==> src/rtl/tmdl_pkg.sv <==
// shared types and constants for the trackball mux direction latch
// no dependencies
`default_nettype none

package tmdl_pkg;

  localparam int NUM_PLAYERS = 4;
  localparam int PLAYER_W    = $clog2(NUM_PLAYERS);
  localparam int POS_W       = 8;
  localparam int BYTE_W      = 8;
  localparam int S_TDATA_W   = 80;
  localparam int S_TUSER_W   = 2;
  localparam int CTRL_LO_BIT = 5;

  typedef enum logic [1:0] {
    FUNC_WRITE  = 2'd0,
    FUNC_READ_A = 2'd1,
    FUNC_READ_B = 2'd2
  } func_t;

  typedef logic [PLAYER_W-1:0] player_t;

  typedef struct packed {
    logic [1:0]                        func;
    logic [BYTE_W-1:0]                 write_data;
    logic [BYTE_W-1:0]                 switches;
    logic [NUM_PLAYERS-1:0][POS_W-1:0] pos_x;
    logic [NUM_PLAYERS-1:0][POS_W-1:0] pos_y;
  } item_t;

endpackage

`default_nettype wire

==> src/rtl/tmdl_in_reg.sv <==
// input register stage: holds one accepted transfer and unpacks it
// depends on tmdl_pkg
`default_nettype none

module tmdl_in_reg
  import tmdl_pkg::*;
(
  input  wire logic                 clk,
  input  wire logic                 rst,
  input  wire logic                 s_tvalid,
  output logic                      s_tready,
  input  wire logic [S_TDATA_W-1:0] s_tdata,
  input  wire logic [S_TUSER_W-1:0] s_tuser,
  input  wire logic                 take,
  output logic                      item_valid,
  output item_t                     item
);

  logic [S_TDATA_W-1:0] data_q;
  logic [S_TUSER_W-1:0] user_q;

  assign s_tready = !item_valid || take;

  always_ff @(posedge clk) begin
    if (rst) begin
      item_valid <= 1'b0;
    end else if (s_tready) begin
      item_valid <= s_tvalid;
    end
  end

  always_ff @(posedge clk) begin
    if (s_tvalid && s_tready) begin
      data_q <= s_tdata;
      user_q <= s_tuser;
    end
  end

  always_comb begin
    item.func       = user_q;
    item.write_data = data_q[7:0];
    item.switches   = data_q[15:8];
    for (int p = 0; p < NUM_PLAYERS; p++) begin
      item.pos_x[p] = data_q[16 + 16*p +: POS_W];
      item.pos_y[p] = data_q[24 + 16*p +: POS_W];
    end
  end

endmodule

`default_nettype wire

==> src/rtl/tmdl_core.sv <==
// port decode, stored positions and direction sign latches
// depends on tmdl_pkg
`default_nettype none

module tmdl_core
  import tmdl_pkg::*;
(
  input  wire logic              clk,
  input  wire logic              rst,
  input  wire logic              step,
  input  wire item_t             item,
  input  wire logic              four_player,
  output logic [BYTE_W-1:0]      read_data
);

  logic [1:0]                        control_bits;
  logic [NUM_PLAYERS-1:0][POS_W-1:0] last_x;
  logic [NUM_PLAYERS-1:0][POS_W-1:0] last_y;
  logic [NUM_PLAYERS-1:0]            sign_x;
  logic [NUM_PLAYERS-1:0]            sign_y;

  logic              b5;
  logic              b6;
  logic              do_sample;
  player_t           player;
  logic [BYTE_W-1:0] direct_data;
  logic [POS_W-1:0]  nx;
  logic [POS_W-1:0]  ny;
  logic [POS_W-1:0]  dx;
  logic [POS_W-1:0]  dy;
  logic              x_changed;
  logic              y_changed;
  logic [POS_W-1:0]  x_next;
  logic [POS_W-1:0]  y_next;

  assign b5 = control_bits[0];
  assign b6 = control_bits[1];

  // decode what this transfer does
  always_comb begin
    do_sample   = 1'b0;
    player      = '0;
    direct_data = '0;
    case (item.func)
      FUNC_READ_A: begin
        if (!four_player) begin
          if (b5) begin
            do_sample = 1'b1;
            player    = player_t'(0);
          end else begin
            direct_data = item.switches |
                          {4'b0, sign_x[0], sign_y[0], sign_x[1], sign_y[1]};
          end
        end else begin
          if (!b5 && !b6) begin
            direct_data = {sign_y[0], sign_x[0], sign_y[2], sign_x[2],
                           sign_y[1], sign_x[1], sign_y[3], sign_x[3]};
          end else if (b6) begin
            do_sample = 1'b1;
            player    = b5 ? player_t'(0) : player_t'(1);
          end
        end
      end
      FUNC_READ_B: begin
        if (!four_player) begin
          if (b5) begin
            do_sample = 1'b1;
            player    = player_t'(1);
          end else begin
            direct_data = item.switches;
          end
        end else begin
          if (b6) begin
            do_sample = 1'b1;
            player    = b5 ? player_t'(2) : player_t'(3);
          end else begin
            direct_data = item.switches;
          end
        end
      end
      default: begin
      end
    endcase
  end

  assign nx        = item.pos_x[player];
  assign ny        = item.pos_y[player];
  assign dx        = nx - last_x[player];
  assign dy        = ny - last_y[player];
  assign x_changed = nx != last_x[player];
  assign y_changed = ny != last_y[player];
  assign x_next    = x_changed ? nx : last_x[player];
  assign y_next    = y_changed ? ny : last_y[player];

  assign read_data = do_sample ? {y_next[3:0], x_next[3:0]} : direct_data;

  always_ff @(posedge clk) begin
    if (rst) begin
      control_bits <= '0;
      last_x       <= '0;
      last_y       <= '0;
      sign_x       <= '0;
      sign_y       <= '0;
    end else if (step) begin
      if (item.func == FUNC_WRITE) begin
        control_bits <= item.write_data[CTRL_LO_BIT +: 2];
      end
      if (do_sample) begin
        if (x_changed) begin
          last_x[player] <= nx;
          sign_x[player] <= dx[POS_W-1];
        end
        if (y_changed) begin
          last_y[player] <= ny;
          sign_y[player] <= dy[POS_W-1];
        end
      end
    end
  end

endmodule

`default_nettype wire

==> src/rtl/trackball_mux_direction_latch.sv <==
// Trackball multiplexer with direction latch. One transfer a cycle while
// m_tready holds: an accepted item is held in the input register, decoded
// there and applied to the stored counts and sign latches as it leaves,
// at the same edge at which its byte lands in the output register, so
// items stream back to back. While the output register waits on m_tready
// the input register keeps its item and s_tready drops.
// s_tuser carries the access
// kind (0 control write, 1 read port A, 2 read port B); writes and unused
// kinds return zero. cfg_we/cfg_wdata set four-player decoding and should
// only change while no transfer is in flight.
// depends on tmdl_pkg, tmdl_in_reg, tmdl_core
`default_nettype none

module trackball_mux_direction_latch
  import tmdl_pkg::*;
(
  input  wire logic                 clk,
  input  wire logic                 rst,
  input  wire logic                 cfg_we,
  input  wire logic                 cfg_wdata,
  input  wire logic                 s_tvalid,
  output logic                      s_tready,
  // write_data, switches, pos_x_p1, pos_y_p1, pos_x_p2, pos_y_p2,
  // pos_x_p3, pos_y_p3, pos_x_p4, pos_y_p4
  input  wire logic [S_TDATA_W-1:0] s_tdata,
  // func
  input  wire logic [S_TUSER_W-1:0] s_tuser,
  output logic                      m_tvalid,
  input  wire logic                 m_tready,
  // read_data
  output logic [BYTE_W-1:0]         m_tdata
);

  logic              four_player;
  logic              item_valid;
  item_t             item;
  logic              take;
  logic [BYTE_W-1:0] read_data;

  assign take = item_valid && (!m_tvalid || m_tready);

  always_ff @(posedge clk) begin
    if (rst) begin
      four_player <= 1'b0;
    end else if (cfg_we) begin
      four_player <= cfg_wdata;
    end
  end

  tmdl_in_reg u_in_reg (
    .clk        (clk),
    .rst        (rst),
    .s_tvalid   (s_tvalid),
    .s_tready   (s_tready),
    .s_tdata    (s_tdata),
    .s_tuser    (s_tuser),
    .take       (take),
    .item_valid (item_valid),
    .item       (item)
  );

  tmdl_core u_core (
    .clk         (clk),
    .rst         (rst),
    .step        (take),
    .item        (item),
    .four_player (four_player),
    .read_data   (read_data)
  );

  always_ff @(posedge clk) begin
    if (rst) begin
      m_tvalid <= 1'b0;
    end else if (take) begin
      m_tvalid <= 1'b1;
    end else if (m_tready) begin
      m_tvalid <= 1'b0;
    end
  end

  always_ff @(posedge clk) begin
    if (take) begin
      m_tdata <= read_data;
    end
  end

endmodule

`default_nettype wire
==> config.mk <==
export PLATFORM = sky130hd
export DESIGN_NAME = trackball_mux_direction_latch
export DESIGN_NICKNAME = d
export VERILOG_FILES = /design/src/rtl/tmdl_pkg.sv /design/src/rtl/tmdl_in_reg.sv /design/src/rtl/tmdl_core.sv /design/src/rtl/trackball_mux_direction_latch.sv
export SDC_FILE = /design/constraint.sdc
export NUM_CORES = 1
export LEC_CHECK = 0
export CAP_MARGIN = 20
export CORE_MARGIN = 4
export CORE_UTILIZATION = 54
export DETAILED_ROUTE_END_ITERATION = 8
export DONT_BUFFER_PORTS = 1
export PLACE_DENSITY = 0.66
export SKIP_LAST_GASP = 1
export SYNTH_ARGS = -nofsm -noshare
export SYNTH_HDL_FRONTEND = slang
export SYNTH_SLANG_ARGS = --single-unit
==> constraint.sdc <==
create_clock -name clk -period 10.3 [get_ports clk]
set_clock_uncertainty 0.15 [all_clocks]
set_input_delay 0.515 -clock clk [delete_from_list [all_inputs] [get_ports clk]]
set_output_delay 0.515 -clock clk [all_outputs]
set_load 0.1 [all_outputs]
# ---- Word-level counts from Yosys, hierarchy flattened
# Cells that the tools add are included.
dict set report totals {
  ff_bits 167
  latchBits 0
  mem_bits_rw 0
  rom_bits 0
  input_bits 88
  output_inout_bits 10
  word_cells 84
  memories 0
}
dict set report classes {
  n_addsub 2
  multipliers 0
  n_div 0
  magnitude_cmp 2
  eq_ne 4
  shifts 0
  mux 43
  n_bitwise 1
  reduce_logical 15
}
# operator count
set op_table {}
lappend op_table {{2-to-1 mux 8 bit} 12}
lappend op_table {{binary-select mux 8 bit (select 2 bit)} 4}
lappend op_table {{bitwise mux 32 bit} 2}
lappend op_table {{demux 8 bit (select 2 bit)} 1}
lappend op_table {{inequality test 8 bit} 2}
lappend op_table {{one-hot mux 8 bit (2 select lines)} 1}
lappend op_table {{subtractor 8 bit} 2}
lappend op_table {{2-to-1 mux 1 bit} 11}
lappend op_table {{2-to-1 mux 2 bit} 5}
lappend op_table {{bitwise mux 4 bit} 2}
lappend op_table {{2-to-1 mux 4 bit} 2}
lappend op_table {{OR 8 x 4 -> 8 bit} 1}
lappend op_table {{AND reduction 3 bit} 2}
lappend op_table {{logical AND 1 bit} 4}
lappend op_table {{logical NOT 1 bit} 4}
lappend op_table {{one-hot mux 2 bit (2 select lines)} 1}
lappend op_table {{< comparator 2 x 3 -> 1 bit (second input constant)} 1}
lappend op_table {{demux 1 bit (select 2 bit)} 1}
lappend op_table {{equality test 2 x 1 -> 1 bit (second input constant)} 1}
lappend op_table {{equality test 2 bit (second input constant)} 1}
lappend op_table {{greater-or-equal comparator 2 x 1 -> 1 bit (second input constant)} 1}
lappend op_table {{logical NOT 2 bit} 1}
lappend op_table {{logical OR 1 bit} 2}
lappend op_table {{one-hot mux 1 bit (2 select lines)} 1}
lappend op_table {{other kinds (2)} 2}

# ---- Depth between registers and ports, before layout
# Gate-level depths: netlist of the first run.
dict set report depth {
  depth_word 10
  depth_mapped 19
  ltp_nobuf 15
}

# ---- By module
# A second synthesis of the first run with hierarchy kept.
dict set report unflattened {
  hier_cells 712
  hier_area_um2 7607.3
}
# mod n_inst cells_per_inst area_each_um2 seq_area_each_um2
set by_module_without_submodules {}
lappend by_module_without_submodules {tmdl_core 1 609 4760.8 1481.4}
lappend by_module_without_submodules {tmdl_in_reg 1 87 2517.4 2482.4}
lappend by_module_without_submodules {trackball_mux_direction_latch 1 16 329.1 280.3}

# ---- Least setup slack after synthesis of the first run
# OpenSTA, ideal clock, no wires.
dict set report synth_path {
  kind {register to register}
  from {reg m_tvalid}
  to {reg u_in_reg.data_q[10] (enable)}
  setup_time_ps 442
  arrival_ps 3537
  required_time_ps 9708
  path_slack_ps 6171
  stages_incl_launch_ff 4
  n_path_buf 0
  synth_period_minus_slack_ps 4129
  cell_sequence {dfxtp_1 nor2b_1 nand2_1 and2_1}
}
dict set report synth_between {
  elab_chain_cells 5
}
# item line_no
set synth_rtl {}
lappend synth_rtl {{from (decl)} trackball_mux_direction_latch.sv:28} ;# output logic m_tvalid,
lappend synth_rtl {{from (signal assigned)} trackball_mux_direction_latch.sv:73} ;# m_tvalid <= 1'b0;
lappend synth_rtl {{from (signal assigned)} trackball_mux_direction_latch.sv:75} ;# m_tvalid <= 1'b1;
lappend synth_rtl {{from (signal assigned)} trackball_mux_direction_latch.sv:77} ;# m_tvalid <= 1'b0;
lappend synth_rtl {{logical NOT 1 bit} trackball_mux_direction_latch.sv:40} ;# assign take = item_valid && (!m_tvalid || m_tready);
lappend synth_rtl {{logical OR 1 bit} trackball_mux_direction_latch.sv:40}
lappend synth_rtl {{logical AND 1 bit} trackball_mux_direction_latch.sv:40}
lappend synth_rtl {{logical OR 1 bit} tmdl_in_reg.sv:22} ;# assign s_tready = !item_valid || take;
lappend synth_rtl {{via s_tready} trackball_mux_direction_latch.sv:22} ;# output logic s_tready,
lappend synth_rtl {{logical AND 1 bit} tmdl_in_reg.sv:33} ;# if (s_tvalid && s_tready) begin
lappend synth_rtl {{to (signal assigned)} tmdl_in_reg.sv:34} ;# data_q <= s_tdata;
lappend synth_rtl {{to (decl)} tmdl_in_reg.sv:19} ;# logic [S_TDATA_W-1:0] data_q;
# The timed path passes the listed nets, and every way through them passes these cells.
# A chain may end at the register's enable or synchronous reset.

# ---- Worst setup path after layout of the first run
dict set report layout_path {
  from {reg u_in_reg.user_q[1]}
  to {reg m_tdata[1] (data pin)}
}
dict set report layout_between {
  elab_chain_cells 7
  elab_cells_between_ends 12
  classes_between {eq/ne: 3; mux: 9}
}
# item line_no
set layout_rtl {}
lappend layout_rtl {{from (decl)} tmdl_in_reg.sv:20} ;# logic [S_TUSER_W-1:0] user_q;
lappend layout_rtl {{from (signal assigned)} tmdl_in_reg.sv:35} ;# user_q <= s_tuser;
lappend layout_rtl {{equality test 2 bit or equality test 2 x 1 -> 1 bit (tied branches)} tmdl_core.sv:44} ;# case (item.func)
lappend layout_rtl {{one-hot mux 2 bit (2 select lines) *} tmdl_core.sv:44}
lappend layout_rtl {{binary-select mux 8 bit (select 2 bit) *} tmdl_core.sv:86} ;# assign nx = item.pos_x[player];
lappend layout_rtl {{2-to-1 mux 8 bit (not written as such) *} tmdl_core.sv:86}
lappend layout_rtl {{via u_core.nx[2]} tmdl_core.sv:27} ;# logic [POS_W-1:0] nx;
lappend layout_rtl {{inequality test 8 bit *} tmdl_core.sv:90} ;# assign x_changed = nx != last_x[player];
lappend layout_rtl {{2-to-1 mux 4 bit *} tmdl_core.sv:92} ;# assign x_next = x_changed ? nx : last_x[player];
lappend layout_rtl {{2-to-1 mux 8 bit *} tmdl_core.sv:95} ;# assign read_data = do_sample ? {y_next[3:0], x_next[3:0]} : direct_data;
lappend layout_rtl {{via read_data[1]} trackball_mux_direction_latch.sv:38} ;# logic [BYTE_W-1:0] read_data;
lappend layout_rtl {{to (signal assigned)} trackball_mux_direction_latch.sv:83} ;# m_tdata <= read_data;
lappend layout_rtl {{to (decl)} trackball_mux_direction_latch.sv:31} ;# output logic [BYTE_W-1:0] m_tdata
# The timed path passes the listed nets; every way through them passes the cells marked *. The select of a mux whose other input is x is not followed.

==> flow_metrics.tcl, run 1 <==
set metrics [dict create \
    status "finished, final reports clean" \
    ir_drop_mv 0.1658 \
    via_per_inst 6.002 \
    io_pins 98 \
    port_buffers 0 \
    path_depth 15 \
    crit_family "compound AO/OA/AOI/OAI gates" \
    seqCellArea_um2 4064 \
    tns_ns 0 \
    cp_max_fo 58 \
    hold_viol 0 \
    reg2regPathDepth 15 \
    netlist_instances 766 \
    crit_chain "inv_1 > ha_1 > nand3_1 > o21ai_4 > buf_4 > nand3_1 > o21ai_0 > inv_1 > ha_1 > and4_1 > nand2_1 > a21oi_2 > buf_4 > mux2_2 > o21ai_0" \
    die_width_um 125.0 \
    placed_area_um2 7432 \
    post-place-ws_ns 5.232 \
    cts_resized 0 \
    clock_latency_ns 0.43 \
    start_util_pct 55.57 \
    htreeDepth 4 \
    crit_path_start_kind "flip-flop" \
    fillers 1069 \
    cts.sinks 161 \
    whs_ns 0.02242 \
    synth.top_cells.by_area "edfxtp_1 34%, dfxtp_1 21%, nand2_1 7.5%, mux2i_1 5.1%, o21ai_0 5.0%" \
    wl_mm 17.03 \
    met3_length_mm 1.196 \
    worst_slew_pin_slew_ns 1.096 \
    worstPathBufferInverterCount 4 \
    required_ns 10.40 \
    syn_area_um2 7388 \
    grt_overflow_total 0 \
    synth_fp_nets 871 \
    ys_types 47 \
    critPathSlowestCell "a21oi_2" \
    maxCapViolCount 0 \
    final_layout_size_suffix_gt1_share_pct 6.332 \
    grt_max_degree 77 \
    grt_pass1_vias 5540 \
    path_clk_slew_ns 0.06 \
    multi_input_area_um2 3069 \
    min_period_over_period_pct 49.97 \
    cp-end-kind "flip-flop" \
    dr.pass1.iters 5 \
    clock-root-buffer "clkbuf_16" \
    timing.fmax_mhz 194.3 \
    cts_tree "done" \
    die_y_um 125.0 \
    cts_buffers 17 \
    setup_ws_ns 5.153 \
    synth-seq-cells 161 \
    power.leakage_nw 2.748 \
    core-area_um2 13300 \
    die_area_um2 15620 \
    syn_area_per_cell_um2 9.645 \
    min_path_type "input pin to flip-flop" \
    slew-limit-headroom_pct 26.91 \
    cpPeakStageDelay_ns 0.62 \
    layout_min_cycle_time_ns 5.147 \
    detail-route-antenna-nets 0 \
    drt_iter0_drc 590 \
    globalplace.congestion 0.8335 \
    power_density_nw_per_um2 171.3 \
    final_area_um2 8095 \
    slew_viol_final 0 \
    area_delta_synth_final_pct 9.568 \
    whs_path_depth 0 \
    synth.top_cell.area_share_pct 34.14 \
    cts_buffer_depth 2 \
    antenna_found_initial 0 \
    wl_per_cell_um 18.23 \
    wl_met2_mm 8.038 \
    drcViolationCount 0 \
    nets 850 \
    yosysTopAreaCell "edfxtp_1" \
    maxUsedRoutingLayer "met4" \
    worstPathArrival_ns 5.25 \
    synth_warnings 0 \
    place_hpwl_mm 10.18 \
    grt_pass1_wl_mm 27.76 \
    wl_met1_mm 7.516 \
    yosysSeqAreaShare_pct 55.00 \
    vias 5606 \
    rows 42 \
    gr-usage-all-layers_pct 22.20 \
    antenna_cells 0 \
    power.total_w 0.001387 \
    path_class "flip-flop to flip-flop" \
    rsz0062_at_grt "no" \
    setup_viol 0 \
]
cell usage in the layout, fill, tap and decap left out, types with 5 or more instances in the layout:
cell type      count
inv_1             13
dlygate4sd3_1      5
clkbuf_16         18
mux2i_1           38
a211oi_1          11
ha_1              17
and2_1            11
a31oi_1           15
nor2b_1           11
nand2_1          148
mux2_2             5
a21oi_1           53
nor2_1            36
edfxtp_1          84
nand3_1           66
o21ai_0           74
dfxtp_1           77
logic make-up after synthesis:
| logic type | Yosys count | share of synthesized area [%] |
|---|---|---|
| xor+xnor | 1 | 0.1186 |
| buf+inv | 64 | 3.607 |
| simple gates | 299 | 18.36 |
| mux | 43 | 5.910 |
| compound gates | 181 | 14.12 |
| flops | 161 | 55.00 |
| fa+ha+maj | 17 | 2.879 |
sequential cells by signal, summed over array words and instances (netlist names):
register	flops
u_core.sign_y	4
u_in_reg.item_valid	1
u_core.control_bits	2
four_player	1
u_core.sign_x	4
u_in_reg.data_q	74
m_tvalid	1
u_core.last_y	32
u_core.last_x	32
u_in_reg.user_q	2
m_tdata	8
routing by layer:
layer / track usage [%] / vias to the layer above
met5: 0 / -
met4: 7.653 / 0
met3: 6.397 / 27
met2: 35.24 / 243
met1: 29.37 / 2659
li1: - / 2677
metrics by stage:
step / util (%) / cells
finish: 60.89 / 934
global route: 60.89 / 934
CTS: 60.47 / 929
detailed placement: 55.90 / 895
global placement: 55.90 / 895
floorplan: - / 766
cell type report:
class	count	area share, %
Timing Repair Buffer	11	1.515
Inverter	13	0.6028
Multi-Input combinational cell	541	37.91
Sequential cell	161	50.20
Clock buffer	22	5.873
Clock inverter	10	1.175
Tap cell	176	2.720
what timing repair did:
action / CTS / global route
setup buffers: 0 / 0
setup endpoints to repair: 0 / 0
hold endpoints to repair: 54 / 4
hold buffers: 2 / 4
power by group:
part | leakage, nW | internal [W] | total, W | switching, W
sequential | 1.44 | 0.000698 | 0.000719 | 0.0000212
combinational | 1.04 | 0.0000187 | 0.0000590 | 0.0000403
clock | 0.275 | 0.000355 | 0.000608 | 0.000254
final timing paths:
check / from / to / slack (ns)
min reg2reg: u_core.sign_y[2]$_SDFFE_PP0P_ / u_core.sign_y[2]$_SDFFE_PP0P_ / 0.30
max reg2reg: u_in_reg.user_q[1]$_DFFE_PP_ / m_tdata[1]$_DFFE_PP_ / 5.15
max: u_in_reg.user_q[1]$_DFFE_PP_ / m_tdata[1]$_DFFE_PP_ / 5.15
min: s_tdata[16] / u_in_reg.data_q[16]$_DFFE_PP_ / 0.02
Yosys cell counts (all sizes together):
library cell and instances:
a22o 4, o31a 2, nand4b 2, o2bb2ai 1, clkbuf 36, a211oi 11
nor2b 11, nand3 66, o211ai 2, nor3b 4, edfxtp 84, and4b 1
a31oi 15, nand2 148, o21a 4, or3 5, buf 15, and3 3
mux2 5, ha 17, and2 15, a21oi 57, and4 2, a221oi 1
o211a 1, nor2 36, inv 13, o21bai 1, o22ai 1, a21o 3
dfxtp 77, mux2i 38, nand2b 3, nand4 3, xor2 1, a311oi 1
o21ai 77
Power figures use the tool's default switching activity.
==> run 2, diff against run 1 <==
ABC_AREA = 1   (was not set)
PLACE_DENSITY = 0.69   (was 0.66)
clock period = 4.4 ns   (was 10.3 ns; I/O delays follow)
==> flow_metrics.tcl, run 2 <==
set metrics [dict create \
    status "finished, final reports clean" \
    crit_path_start_kind "flip-flop" \
    rsz0062_at_grt "no" \
    crit_chain "inv_1 > ha_1 > nand2_2 > nor2_4 > inv_2 > nor2_1 > inv_1 > buf_4 > nor2_1 > nor2_1 > o211ai_1 > inv_1 > ha_1 > nand2_1 > inv_1 > nand4_1 > nor2_4 > nand3_4 > buf_12 > nor2_1 > o22ai_1" \
    yosys-top-cells-count "232 x nand2_1, 138 x inv_1, 131 x nor2_1, 84 x edfxtp_1, 77 x dfxtp_1" \
    cts_tree "done" \
    async_flop_share_pct 0 \
    power.leakage_nw 4.052 \
    layout_min_cycle_time_ns 4.075 \
    grt.met2_usage_pct 37.69 \
    io_pins 98 \
    cp-end-kind "flip-flop" \
    synth-seq-cells 161 \
    reg.largest.list "u_in_reg.data_q (74), u_core.last_x (32), u_core.last_y (32)" \
    synth.top_cell.area_share_pct 32.72 \
    critPathSlowestCell "ha_1" \
    grt_overflow_total 0 \
    globalplace.congestion 0.8097 \
    wl_mm 18.80 \
    yosysSeqAreaShare_pct 52.71 \
    syn_area_per_cell_um2 8.426 \
    port_buffers 0 \
    drcViolationCount 0 \
    gr-usage-all-layers_pct 23.52 \
    largest_reg_flops 74 \
    yosysMostFrequentCell "nand2_1" \
    cp_max_fo 13 \
    path_class "flip-flop to flip-flop" \
    antenna_cells 0 \
    vias 6260 \
    detail-route-antenna-nets 0 \
    min_path_type "input pin to flip-flop" \
    top_usage_layer "met2" \
    clock-root-buffer "clkbuf_16" \
    setup_viol 0 \
    synth.top_cells.by_area "edfxtp_1 33%, dfxtp_1 20%, nand2_1 11%, inv_1 6.7%, nor2_1 6.4%" \
    rows 43 \
    die_width_um 127.5 \
    tns_ns 0 \
    slew_viol_final 0 \
    grt_use_met1_pct 30.89 \
    place_hpwl_mm 11.04 \
    final_common_cell "nand2_1" \
    cts_buffers 17 \
    htreeDepth 4 \
    fillers 1135 \
    final_layout_size_suffix_gt1_share_pct 9.951 \
    slew-limit-headroom_pct 32.99 \
    worst_slew_pin_slew_ns 1.005 \
    clock_latency_ns 0.44 \
    hold_viol 0 \
    cpPeakStageDelay_ns 0.45 \
    netlist_instances 915 \
    syn_area_um2 7710 \
    use_met3_pct 6.355 \
    path_clk_slew_ns 0.06 \
    nets 1107 \
    dp.cells 1077 \
    grt_max_degree 77 \
    cts.sinks 161 \
    start_util_pct 55.33 \
    cts_buffer_depth 2 \
    synth_warnings 0 \
    wl_per_cell_um 15.73 \
    power_density_nw_per_um2 347.2 \
    worstPathBufferInverterCount 7 \
    grt_pass1_wl_mm 29.80 \
    die_y_um 127.5 \
    crit_family "simple AND/OR/NAND/NOR gates" \
    most-common-layout-cells "232 x nand2_1, 136 x inv_1, 129 x nor2_1" \
    antenna_found_initial 0 \
    dr.pass1.iters 5 \
    synth_fp_nets 1020 \
    synth_edf_count 84 \
    area_delta_synth_final_pct 21.05 \
    final_core_util_pct 66.97 \
    die_area_um2 16250 \
    grt_pass1_vias 5981 \
    worstPathArrival_ns 4.09 \
    drt_iter0_drc 570 \
    maxCapViolCount 0 \
    required_ns 4.41 \
    min_period_over_period_pct 92.62 \
    regMostFlops "u_in_reg.data_q" \
    power.total_w 0.003240 \
    yosysTopAreaCell "edfxtp_1" \
    via_per_inst 5.238 \
    final-instance-count-excl-fill 1195 \
    ir_drop_mv 0.3436 \
    core-area_um2 13930 \
    ys_types 41 \
    ys.flop_type "edfxtp_1" \
    timing.fmax_mhz 245.4 \
    r2r_slack_ns 0.32 \
]
run 2: cell types whose count changed in the layout (fill, tap and decap cells not counted), sizes merged, moves of 15 or more:
cell / previous run / this run
inv: 17 / 146
dlygate4sd3: 5 / 81
buf: 6 / 24
a31oi: 15 / 0
nand3: 66 / 40
nand4: 3 / 32
nand2: 148 / 241
mux2i: 38 / 0
o22ai: 1 / 17
a21oi: 57 / 23
o21ai: 77 / 10
nor2: 36 / 134
and2: 15 / 0
run 2: cell type report:
| class | instances | area (um2) | area share (%) |
|---|---|---|---|
| clock inverters | 15 | 111.4 | 1.193 |
| inverters | 143 | 540.5 | 5.792 |
| clock buffers | 17 | 425.4 | 4.558 |
| multi-input cells | 574 | 2938 | 31.48 |
| well taps | 180 | 225.2 | 2.413 |
| repair buffers | 105 | 1028 | 11.02 |
| flip-flops and latches | 161 | 4064 | 43.54 |
run 2: path summary, 6_finish.rpt:
path,start,endpoint,cells after the start
max reg2reg,u_in_reg.user_q[0]$_DFFE_PP_,m_tdata[7]$_DFFE_PP_,21
min,rst,u_core.last_x[19]$_SDFFE_PP0P_,3
min reg2reg,u_core.last_x[4]$_SDFFE_PP0P_,u_core.last_x[4]$_SDFFE_PP0P_,2
max,u_in_reg.user_q[0]$_DFFE_PP_,m_tdata[7]$_DFFE_PP_,21
run 2: report_power, final:
part           leakage (nW)  switching (W)  total [W]  internal, W
Sequential             1.44      0.0000464    0.00168      0.00163
Clock                 0.253       0.000624    0.00135     0.000724
Combinational          2.36       0.000119   0.000211    0.0000921
Total                  4.05       0.000789    0.00324      0.00245
run 2: cell families (layout without fill, tap and decap cells):
logic type | Yosys count | after routing | share of synthesized area, %
AO/OA/AOI/OAI | 96 | 96 | 8.374
adder cells (fa/ha/maj) | 17 | 17 | 2.759
buffers and inverters | 183 | 280 | 10.06
flip-flops | 161 | 161 | 52.71
AND/OR/NAND/NOR | 458 | 461 | 26.10
run 2: what timing repair did:
item | in CTS | in global routing
hold endpoints to repair | 99 | 0
endpoints found under the setup margin | 0 | 70
hold buffers | 81 | 0
resized for setup | 0 | 7
buffers inserted | 0 | 2
run 2: routing by layer:
metal | vias to the layer above | wire length (um)
li1 | 3136 | -
met1 | 2881 | 8505
met2 | 216 | 8742
met3 | 27 | 1238
met4 | 0 | 313
met5 | - | 0
run 2: tightest hold or removal path, delay by kind of cell:
kind,cells,cell delay (ns)
buffers and inverters,1,0.31
AND/OR/NAND/NOR,2,0.22
run 2: through the flow:
stage | worst slack [ns] | cell area, um2 | hold WS [ns]
2_1_floorplan | 0.5204 | 7710 | 0.1689
3_3_place_gp | 0.2719 | 7876 | 0.1464
3_5_place_dp | 0.2211 | 7876 | 0.1481
4_1_cts | 0.1672 | 9224 | 0.2345
5_1_grt | 0.006084 | 9333 | 0.2407
6_report | 0.3245 | 9333 | 0.2277
==> run 3, diff against run 2 <==
MAX_ROUTING_LAYER = met4   (was not set)
==> flow_metrics.tcl, run 3 (same netlist as run 2, synthesis figures left out) <==
set metrics [dict create \
    crit_chain "inv_1 > ha_1 > nand2_2 > nor2_4 > inv_2 > nor2_1 > inv_1 > buf_4 > nor2_1 > nor2_1 > o211ai_1 > inv_1 > ha_1 > nand2_1 > inv_1 > nand4_1 > nor2_4 > nand3_4 > buf_12 > nor2_1 > o22ai_1" \
    reg.largest.list "u_in_reg.data_q (74), u_core.last_x (32), u_core.last_y (32)" \
    detail-route-antenna-nets 0 \
    port_buffers 0 \
    antenna_found_initial 0 \
    final_core_util_pct 67.03 \
    cts_buffers 17 \
    die_area_um2 16250 \
    final_area_um2 9340 \
    final-instance-count-excl-fill 1195 \
    rows 43 \
    critPathSlowestCell "ha_1" \
    die_width_um 127.5 \
    worstPathArrival_ns 4.08 \
    place_hpwl_mm 11.04 \
    slew_viol_final 0 \
    globalplace.congestion 0.8216 \
    vias 6296 \
    grt_pass1_wl_mm 29.82 \
    placed_area_um2 7876 \
    use_met3_pct 5.978 \
    largest_reg_flops 74 \
    fillers 1132 \
    power_density_nw_per_um2 347.0 \
    worst_slew_pin_slew_ns 1.017 \
    ir_drop_mv 0.3431 \
    crit_family "simple AND/OR/NAND/NOR gates" \
    gr-usage-all-layers_pct 24.25 \
    grt_use_met1_pct 31.30 \
    slew-limit-headroom_pct 32.21 \
    maxCapViolCount 0 \
    required_ns 4.42 \
    die_y_um 127.5 \
    antenna_cells 0 \
    path_class "flip-flop to flip-flop" \
    drcViolationCount 0 \
    area_delta_synth_final_pct 21.15 \
    io_pins 98 \
    timing.fmax_mhz 246.5 \
    via_per_inst 5.269 \
    clock-root-buffer "clkbuf_16" \
    cp_max_fo 13 \
    cts_tree "done" \
    worstPathBufferInverterCount 7 \
    cp-end-kind "flip-flop" \
    layout_min_cycle_time_ns 4.056 \
    cpPeakStageDelay_ns 0.44 \
    r2r_slack_ns 0.34 \
    grt_pass1_vias 5989 \
    rsz0062_at_grt "no" \
    wl_mm 18.76 \
    grt.met2_usage_pct 37.53 \
    start_util_pct 55.33 \
    top_usage_layer "met2" \
    path_clk_slew_ns 0.06 \
    multi_input_area_um2 2945 \
    grt_overflow_total 0 \
    clock_latency_ns 0.44 \
    regMostFlops "u_in_reg.data_q" \
    dr.pass1.iters 7 \
    cts.sinks 161 \
    cts_buffer_depth 2 \
    wl_per_cell_um 15.70 \
    min_period_over_period_pct 92.19 \
    hold_viol 0 \
    whs_path_depth 3 \
    drt_iter0_drc 628 \
    post-place-ws_ns 0.2211 \
    crit_path_start_kind "flip-flop" \
    final_common_cell "nand2_1" \
    grt_max_degree 77 \
    reg2regPathDepth 21 \
    tns_ns 0 \
    path_depth 21 \
    nets 1107 \
    core-area_um2 13930 \
    most-common-layout-cells "232 x nand2_1, 136 x inv_1, 129 x nor2_1" \
    htreeDepth 4 \
    min_path_type "input pin to flip-flop" \
    power.leakage_nw 4.052 \
    seqCellArea_um2 4064 \
    dp.cells 1077 \
    status "finished, final reports clean" \
    setup_viol 0 \
    final_layout_size_suffix_gt1_share_pct 9.951 \
    setup_ws_ns 0.3435 \
]
==> run 3: cell counts in the layout (fill, tap and decap cells not counted) <==
No cell type changed its count.
==> run 3: per-layer routing <==
metal | up-vias | wire (um)
met3 | 27 | 1307
met5 | - | 0
met4 | 0 | 287
met2 | 234 | 8851
met1 | 2904 | 8315
li1 | 3131 | -
==> run 3: metrics by stage <==
stage	hold slack [ns]	power [W]
2_1_floorplan	0.1689	0.001820
3_3_place_gp	0.1464	0.001854
6_report	0.2296	0.003241
3_5_place_dp	0.1481	0.001856
4_1_cts	0.2345	0.003244
5_1_grt	0.2393	0.003359
==> run 3: timing repair <==
item,in CTS,in global routing
hold buffers,81,0
buffers inserted,0,2
endpoints found under the setup margin,0,70
gates resized for setup,0,8
hold endpoints to repair,99,0
==> run 3: worst reg2reg max path: stages (launching register included) <==
cell,delay [ns]
edfxtp_1,0.37
inv_1,0.07
ha_1,0.44
nand2_2,0.13
nor2_4,0.19
inv_2,0.10
nor2_1,0.15
inv_1,0.18
buf_4,0.24
nor2_1,0.10
nor2_1,0.05
o211ai_1,0.19
inv_1,0.09
ha_1,0.29
nand2_1,0.08
inv_1,0.08
nand4_1,0.13
nor2_4,0.19
nand3_4,0.09
buf_12,0.17
nor2_1,0.18
o22ai_1,0.12
==> run 3: final timing paths <==
path / startpoint / to
setup / recovery: u_in_reg.user_q[0]$_DFFE_PP_ / m_tdata[6]$_DFFE_PP_
hold / removal: rst / u_core.last_x[19]$_SDFFE_PP0P_
setup reg to reg: u_in_reg.user_q[0]$_DFFE_PP_ / m_tdata[6]$_DFFE_PP_
hold reg to reg: u_core.last_x[4]$_SDFFE_PP0P_ / u_core.last_x[4]$_SDFFE_PP0P_
==> run 3: power by group <==
part           internal, W  switching [W]  leakage (nW)  total, W
clock network     0.000724       0.000626         0.253   0.00135
registers          0.00163      0.0000463          1.44   0.00168
logic            0.0000921       0.000119          2.36  0.000211
==> run 3: area by class of cell <==
type | instances | share of cell area [%]
Clock buffer | 17 | 4.555
Clock inverter | 15 | 1.192
Inverter | 143 | 5.787
Multi-Input combinational cell | 574 | 31.53
Sequential cell | 161 | 43.51
Tap cell | 180 | 2.411
Timing Repair Buffer | 105 | 11.01
